===== src/sv/spr_pkg.sv =====
// Shared constants, codes and types of the source position resolver.
// No dependencies; every other file but spr_ram imports this package.
package spr_pkg;

    localparam int MAX_FILES     = 16;
    localparam int FID_W         = $clog2(MAX_FILES);
    localparam int FCNT_W        = $clog2(MAX_FILES + 1);
    localparam int MAX_LINES     = 4096;
    localparam int LIDX_W        = $clog2(MAX_LINES);
    localparam int LFILL_W       = $clog2(MAX_LINES + 1);
    localparam int LCNT_W        = 13;
    localparam int FILE_LINE_CAP = 8191;
    localparam int POS_W         = 32;
    localparam int BYTE_W        = 8;
    localparam int CMD_W         = 2;

    localparam logic [BYTE_W-1:0] NEWLINE_BYTE = 8'd10;

    localparam logic KIND_FILE    = 1'b0;
    localparam logic KIND_RESOLVE = 1'b1;

    typedef enum logic [CMD_W-1:0] {
        CMD_BYTE    = 2'd0,
        CMD_EOF     = 2'd1,
        CMD_RESOLVE = 2'd2
    } spr_cmd_t;

    typedef enum logic [2:0] {
        ST_IDLE,
        ST_FSRCH,
        ST_FCMP,
        ST_FCHK,
        ST_LSRCH,
        ST_LCMP,
        ST_LFIN,
        ST_DONE
    } spr_state_t;

    typedef struct packed {
        logic [POS_W-1:0]  base;
        logic [POS_W-1:0]  size;
        logic [LIDX_W-1:0] first;
        logic [LCNT_W-1:0] count;
    } spr_file_ent_t;

    typedef struct packed {
        logic              kind;
        logic              found;
        logic [FID_W-1:0]  file_id;
        logic [POS_W-1:0]  file_base;
        logic [LCNT_W-1:0] line_number;
        logic [POS_W-1:0]  column_number;
        logic              overflow;
    } spr_result_t;

endpackage


===== src/sv/spr_ctrl.sv =====
// Sequencer of the source position resolver: file registration, line recording
// and the two binary searches over the file and line memories. Uses spr_pkg.
module spr_ctrl
    import spr_pkg::*;
(
    input  logic                aclk,
    input  logic                aresetn,
    input  logic                cmd_valid,
    output logic                cmd_ready,
    input  logic [CMD_W-1:0]    cmd,
    input  logic [BYTE_W-1:0]   data_byte,
    input  logic [POS_W-1:0]    position,
    output logic                fm_we,
    output logic [FID_W-1:0]    fm_waddr,
    output spr_file_ent_t       fm_wdata,
    output logic                fm_re,
    output logic [FID_W-1:0]    fm_raddr,
    input  spr_file_ent_t       fm_rdata,
    output logic                lm_we,
    output logic [LIDX_W-1:0]   lm_waddr,
    output logic [POS_W-1:0]    lm_wdata,
    output logic                lm_re,
    output logic [LIDX_W-1:0]   lm_raddr,
    input  logic [POS_W-1:0]    lm_rdata,
    output logic                res_valid,
    input  logic                res_ready,
    output spr_result_t         res
);

    spr_state_t state_reg, state_next;

    logic [FCNT_W-1:0]  files_reg, files_next;
    logic [POS_W-1:0]   gbase_reg, gbase_next;
    logic [POS_W-1:0]   cur_size_reg, cur_size_next;
    logic [LCNT_W-1:0]  cur_lines_reg, cur_lines_next;
    logic [LFILL_W-1:0] line_fill_reg, line_fill_next;
    logic               ovf_reg, ovf_next;

    logic [POS_W-1:0]   pos_reg, pos_next;
    logic [LCNT_W-1:0]  lo_reg, lo_next;
    logic [LCNT_W-1:0]  hi_reg, hi_next;
    logic [FID_W-1:0]   id_reg, id_next;
    logic [POS_W-1:0]   base_reg, base_next;
    logic [POS_W-1:0]   local_reg, local_next;
    logic [LIDX_W-1:0]  first_reg, first_next;
    spr_result_t        res_reg, res_next;

    logic [LCNT_W-1:0]  mid;
    logic [LCNT_W-1:0]  lo_m1;
    logic               lo_lt_hi;
    logic               lo_zero;
    logic               skip_search;
    logic               pos_miss;
    logic [LCNT_W-1:0]  nl_count;
    logic [LFILL_W-1:0] new_first;
    logic [LCNT_W-1:0]  line_mid_addr;
    logic [LCNT_W-1:0]  line_last_addr;
    logic [POS_W-1:0]   start_clamped;
    spr_result_t        not_found;

    assign mid            = lo_reg + ((hi_reg - lo_reg) >> 1);
    assign lo_m1          = lo_reg - LCNT_W'(1);
    assign lo_lt_hi       = lo_reg < hi_reg;
    assign lo_zero        = lo_reg == '0;
    assign skip_search    = (position == '0) || (files_reg == '0);
    assign pos_miss       = {1'b0, pos_reg} >= ({1'b0, fm_rdata.base} + {1'b0, fm_rdata.size});
    assign nl_count       = (fm_rdata.count == '0) ? '0 : fm_rdata.count - LCNT_W'(1);
    assign new_first      = line_fill_reg - LFILL_W'(cur_lines_reg);
    assign line_mid_addr  = LCNT_W'(first_reg) + mid;
    assign line_last_addr = LCNT_W'(first_reg) + lo_m1;
    assign start_clamped  = (lm_rdata > local_reg) ? local_reg : lm_rdata;

    always_comb begin
        not_found          = '0;
        not_found.kind     = KIND_RESOLVE;
        not_found.overflow = ovf_reg;
    end

    assign cmd_ready = state_reg == ST_IDLE;
    assign res_valid = state_reg == ST_DONE;
    assign res       = res_reg;

    always_comb begin
        state_next = state_reg;
        unique case (state_reg)
            ST_IDLE: begin
                if (cmd_valid) begin
                    unique case (cmd)
                        CMD_EOF:     state_next = ST_DONE;
                        CMD_RESOLVE: state_next = skip_search ? ST_DONE : ST_FSRCH;
                        default:     state_next = ST_IDLE;
                    endcase
                end
            end
            ST_FSRCH: begin
                if (lo_lt_hi) begin
                    state_next = ST_FCMP;
                end else if (lo_zero) begin
                    state_next = ST_DONE;
                end else begin
                    state_next = ST_FCHK;
                end
            end
            ST_FCMP: state_next = ST_FSRCH;
            ST_FCHK: state_next = pos_miss ? ST_DONE : ST_LSRCH;
            ST_LSRCH: begin
                if (lo_lt_hi) begin
                    state_next = ST_LCMP;
                end else if (lo_zero) begin
                    state_next = ST_DONE;
                end else begin
                    state_next = ST_LFIN;
                end
            end
            ST_LCMP: state_next = ST_LSRCH;
            ST_LFIN: state_next = ST_DONE;
            ST_DONE: begin
                if (res_ready) begin
                    state_next = ST_IDLE;
                end
            end
            default: state_next = ST_IDLE;
        endcase
    end

    always_comb begin
        files_next     = files_reg;
        gbase_next     = gbase_reg;
        cur_size_next  = cur_size_reg;
        cur_lines_next = cur_lines_reg;
        line_fill_next = line_fill_reg;
        ovf_next       = ovf_reg;
        pos_next       = pos_reg;
        lo_next        = lo_reg;
        hi_next        = hi_reg;
        id_next        = id_reg;
        base_next      = base_reg;
        local_next     = local_reg;
        first_next     = first_reg;
        res_next       = res_reg;
        fm_we          = 1'b0;
        fm_waddr       = files_reg[FID_W-1:0];
        fm_wdata       = '0;
        fm_re          = 1'b0;
        fm_raddr       = mid[FID_W-1:0];
        lm_we          = 1'b0;
        lm_waddr       = line_fill_reg[LIDX_W-1:0];
        lm_wdata       = cur_size_reg + POS_W'(1);
        lm_re          = 1'b0;
        lm_raddr       = line_mid_addr[LIDX_W-1:0];

        unique case (state_reg)
            ST_IDLE: begin
                if (cmd_valid) begin
                    pos_next = position;
                    unique case (cmd)
                        CMD_BYTE: begin
                            if (cur_size_reg == '1) begin
                                ovf_next = 1'b1;
                            end else begin
                                if (data_byte == NEWLINE_BYTE &&
                                    files_reg < FCNT_W'(MAX_FILES)) begin
                                    if (line_fill_reg < LFILL_W'(MAX_LINES) &&
                                        cur_lines_reg < LCNT_W'(FILE_LINE_CAP - 1)) begin
                                        lm_we          = 1'b1;
                                        line_fill_next = line_fill_reg + LFILL_W'(1);
                                        cur_lines_next = cur_lines_reg + LCNT_W'(1);
                                    end else begin
                                        ovf_next = 1'b1;
                                    end
                                end
                                cur_size_next = cur_size_reg + POS_W'(1);
                            end
                        end
                        CMD_EOF: begin
                            if (files_reg >= FCNT_W'(MAX_FILES)) begin
                                ovf_next          = 1'b1;
                                res_next          = '0;
                                res_next.kind     = KIND_FILE;
                                res_next.overflow = 1'b1;
                            end else begin
                                fm_we                  = 1'b1;
                                fm_wdata.base          = gbase_reg;
                                fm_wdata.size          = cur_size_reg;
                                fm_wdata.first         = new_first[LIDX_W-1:0];
                                fm_wdata.count         = cur_lines_reg + LCNT_W'(1);
                                files_next             = files_reg + FCNT_W'(1);
                                gbase_next             = gbase_reg + cur_size_reg
                                                         + POS_W'(1);
                                res_next.kind          = KIND_FILE;
                                res_next.found         = 1'b1;
                                res_next.file_id       = files_reg[FID_W-1:0];
                                res_next.file_base     = gbase_reg;
                                res_next.line_number   = cur_lines_reg + LCNT_W'(1);
                                res_next.column_number = cur_size_reg;
                                res_next.overflow      = ovf_reg;
                            end
                            cur_size_next  = '0;
                            cur_lines_next = '0;
                        end
                        CMD_RESOLVE: begin
                            if (skip_search) begin
                                res_next = not_found;
                            end else begin
                                lo_next = '0;
                                hi_next = LCNT_W'(files_reg);
                            end
                        end
                        default: begin
                        end
                    endcase
                end
            end
            ST_FSRCH: begin
                if (lo_lt_hi) begin
                    fm_re = 1'b1;
                end else if (lo_zero) begin
                    res_next = not_found;
                end else begin
                    fm_re    = 1'b1;
                    fm_raddr = lo_m1[FID_W-1:0];
                end
            end
            ST_FCMP: begin
                if (fm_rdata.base <= pos_reg) begin
                    lo_next = mid + LCNT_W'(1);
                end else begin
                    hi_next = mid;
                end
            end
            ST_FCHK: begin
                if (pos_miss) begin
                    res_next = not_found;
                end else begin
                    id_next    = lo_m1[FID_W-1:0];
                    base_next  = fm_rdata.base;
                    local_next = pos_reg - fm_rdata.base;
                    first_next = fm_rdata.first;
                    lo_next    = '0;
                    hi_next    = nl_count;
                end
            end
            ST_LSRCH: begin
                if (lo_lt_hi) begin
                    lm_re = 1'b1;
                end else if (lo_zero) begin
                    res_next.kind          = KIND_RESOLVE;
                    res_next.found         = 1'b1;
                    res_next.file_id       = id_reg;
                    res_next.file_base     = base_reg;
                    res_next.line_number   = LCNT_W'(1);
                    res_next.column_number = local_reg + POS_W'(1);
                    res_next.overflow      = ovf_reg;
                end else begin
                    lm_re    = 1'b1;
                    lm_raddr = line_last_addr[LIDX_W-1:0];
                end
            end
            ST_LCMP: begin
                if (lm_rdata <= local_reg) begin
                    lo_next = mid + LCNT_W'(1);
                end else begin
                    hi_next = mid;
                end
            end
            ST_LFIN: begin
                res_next.kind          = KIND_RESOLVE;
                res_next.found         = 1'b1;
                res_next.file_id       = id_reg;
                res_next.file_base     = base_reg;
                res_next.line_number   = lo_reg + LCNT_W'(1);
                res_next.column_number = local_reg - start_clamped + POS_W'(1);
                res_next.overflow      = ovf_reg;
            end
            ST_DONE: begin
            end
            default: begin
            end
        endcase
    end

    always_ff @(posedge aclk) begin
        if (!aresetn) begin
            state_reg     <= ST_IDLE;
            files_reg     <= '0;
            gbase_reg     <= POS_W'(1);
            cur_size_reg  <= '0;
            cur_lines_reg <= '0;
            line_fill_reg <= '0;
            ovf_reg       <= 1'b0;
        end else begin
            state_reg     <= state_next;
            files_reg     <= files_next;
            gbase_reg     <= gbase_next;
            cur_size_reg  <= cur_size_next;
            cur_lines_reg <= cur_lines_next;
            line_fill_reg <= line_fill_next;
            ovf_reg       <= ovf_next;
        end
    end

    always_ff @(posedge aclk) begin
        pos_reg   <= pos_next;
        lo_reg    <= lo_next;
        hi_reg    <= hi_next;
        id_reg    <= id_next;
        base_reg  <= base_next;
        local_reg <= local_next;
        first_reg <= first_next;
        res_reg   <= res_next;
    end

endmodule


===== config.mk =====
export PLATFORM = sky130hd
export DESIGN_NAME = spr_ctrl
export DESIGN_NICKNAME = d
export VERILOG_FILES = /design/src/sv/spr_pkg.sv /design/src/sv/spr_ctrl.sv
export SDC_FILE = /design/constraint.sdc
export NUM_CORES = 1
export LEC_CHECK = 0
export BUFFER_PORTS_ARGS = -buffer_cell sky130_fd_sc_hd__buf_2
export CORE_AREA = 2 2 358 254
export DETAILED_ROUTE_END_ITERATION = 16
export DIE_AREA = 0 0 360 256
export HOLD_SLACK_MARGIN = 0.06
export PLACE_DENSITY = 0.42
export SLEW_MARGIN = 30
export SYNTH_ARGS = -nofsm -noshare
export SYNTH_HDL_FRONTEND = slang
export SYNTH_SLANG_ARGS = --single-unit

===== constraint.sdc =====
create_clock -name aclk -period 9.4 [get_ports aclk]
set_input_delay 0.94 -clock aclk [delete_from_list [all_inputs] [get_ports aclk]]
set_output_delay 0.94 -clock aclk [all_outputs]
set_load 0.1 [all_outputs]

==> impl_metrics.toml <==
[routing]
dr_total_vias = 23602
drtIter0Drc = 2033
finalWirelength_um = 105000
via_per_inst = 5.30
wl_per_cell_um = 23.5
ant_nets = 0
drc_errors = 0
dr.pass1.iters = 5

[global_routing]
grt_max_degree = 66
gr-total-overflow = 0
grt_usage = 0.221
grt_pass1_wl_um = 153000
grt_pass1_vias = 22797
antenna_found_initial = 24

[timing]
fmax_ghz = 0.137
slew_headroom = 0.365
layout_min_cycle_time_ns = 7.31
whs_ns = 0.488
tightest_slew_ns = 0.951
finalCritPeriodShare = 0.778
worst_slack_ns = 2.09
setup_viol = 0
hold_viol_final = 0
maxSlewViolCount = 0
fin_setup_tns_ns = 0
rsz0062_at_grt = "no"
finClkSkew_ns = 0.0411

[final_layout]
layout_commonest_cell = "buf_2"
fillCellCount = 9238
synthToLayoutAreaGrowth_pct = 18.0
largest_reg_flops = 84
nNetsFinal = 3712
drive_above_1_share = 0.162
fin_util = 0.339
layout_common_cells = "buf_2 (409), ha_1 (293), nor2_1 (259), a21oi_1 (247), edfxtp_1 (222)"

[synth]
avgSynthCellArea_um2 = 8.86
ys.flop_type = "edfxtp_1"
synth.distinct_cells = 84
synth_seq_cells = 321
synth_top_area_share = 0.261
synth_edf_count = 222
netlist_area_um2 = 25600
synth-seq-area-share = 0.338
synthCells = 2887
synth_warnings = 0
synthArstFlopShare = 0
synth_fp_nets = 3356
synth_top_cell_by_area = "edfxtp_1"
synth_area_leaders = "edfxtp_1 (26%), ha_1 (14%), dfxtp_1 (7.7%)"

[placed_design]
place_hpwl_um = 83700
place.gp.congestion = 0.904
pre_cts_ws_ns = 1.80
port_buffers = 409

[setup_path]
worst_setup_path_start_kind = "register"
worst_ep_arrival_time_ns = 6.37
crit_buf_inv = 3
path_max_fanout = 7
required_ns = 8.46
cpPeakStageDelay_ns = 0.58
cp_slowest_cell = "edfxtp_1"
cp_top_family = "compound AO/OA/AOI/OAI gates"
crit_type = "register to output pin"
cp-end-kind = "output pin"
crit_chain = "inv_1 -> ha_1 -> nor2b_1 -> o21ai_0 -> nand2b_1 -> a21o_1 -> a21o_1 -> xor2_1 -> ha_1 -> a21o_1 -> a31o_2 -> a21oi_1 -> xor2_1 -> inv_1 -> ha_1 -> and2_1 -> o21ai_0 -> o31ai_1 -> o21ai_0 -> nand2b_1 -> a21oi_1 -> xnor3_1 -> mux2i_1 -> buf_2"

[die]
fp.coreArea_um2 = 89000
dieArea_um2 = 92200
rows = 92
initial_core_util = 0.287
dieHeight_um = 256
ioPinCount = 410
die_width_um = 360

[cts]
numCtsBuffers = 40
clock-sinks = 321
cts_tree = "done"
cts_root_buffer = "clkbuf_16"
cts.path.max_buffers = 3
clock_latency_ns = 0.61
holdBufCountCts = 0
cts_resized = 0
cts.htree.levels = 2
post_cts_buffers = 0
path_clk_slew_ns = 0.06

[hold_path]
hold_class = "register to register"

[run]
drv_cap = 0

[outcome]
run_status = "finished, final reports clean"
## path summary, 6_finish.rpt
check | from | end | slack, ns | depth (start not counted)
setup / recovery | lo_reg[2] | lm_raddr[11] | 2.09 | 24
hold reg to reg | gbase_reg[0] | gbase_reg[0] | 0.49 | 2
hold / removal | gbase_reg[0] | gbase_reg[0] | 0.49 | 2
setup reg to reg | local_reg[17] | res[31] | 2.16 | 24
## worst min-delay path, cell delays in order, from the launching register on
cell      delay, ns
dfxtp_1        0.33
nand2_1        0.05
o211ai_1       0.07
## through the flow
stage	instances	area (um2)
floorplan	2887	25600
global placement	4376	28800
CTS	4450	30200
finish	4455	30200
global route	4451	30200
detailed placement	4376	28800
## cells in the mapped netlist (26+ instances only)
library cell and count:
a21o_1 97, a21oi_1 247, a22o_1 43, and3_1 94
clkbuf_1 87, dfxtp_1 99, edfxtp_1 222, ha_1 293
inv_1 178, nand2_1 218, nand2b_1 28, nand3_1 69
nand4_1 54, nor2_1 265, nor2b_1 32, nor3_1 66
o21a_1 37, o21ai_0 139, o21bai_1 26, xnor2_1 190
xor2_1 79
## cell type report
type                            instances  area [um2]  share of cell area
Inverter                              181         681              0.0226
Clock buffer                           54        1070              0.0356
Antenna cell                            5        12.5            0.000415
Multi-Input combinational cell       2269       15800               0.524
Timing Repair Buffer                  430        2220              0.0735
Clock inverter                         20         270             0.00895
Sequential cell                       321        8650               0.287
Tap cell                             1175        1470              0.0487
## routing by layer
layer  GRT usage  vias up  wire, um  share of wire
met3      0.0366      102      7300          0.070
met4      0.0437        8      1820          0.017
met1       0.337    11454     52500           0.50
met2       0.324      819     43100           0.41
li1            -    11219         -              -
met5           0        -        46        0.00044
## cells by family (layout without fill, tap and decap cells)
| family | count (synthesis) | count (layout) | synth area share |
|---|---|---|---|
| buffers and inverters | 297 | 685 | 0.0464 |
| adders and majority gates | 302 | 302 | 0.150 |
| muxes | 10 | 10 | 0.00411 |
| other | 0 | 5 | 0 |
| xor gates and xnor gates | 270 | 270 | 0.0930 |
| and+or+nand+nor | 920 | 920 | 0.174 |
| DFF | 321 | 321 | 0.338 |
| AOI/OAI and AO/OA | 767 | 767 | 0.194 |
Power is left out: the tool's default activity adds up to more than one toggle a clock period on the data nets, which glitch-free logic cannot reach.
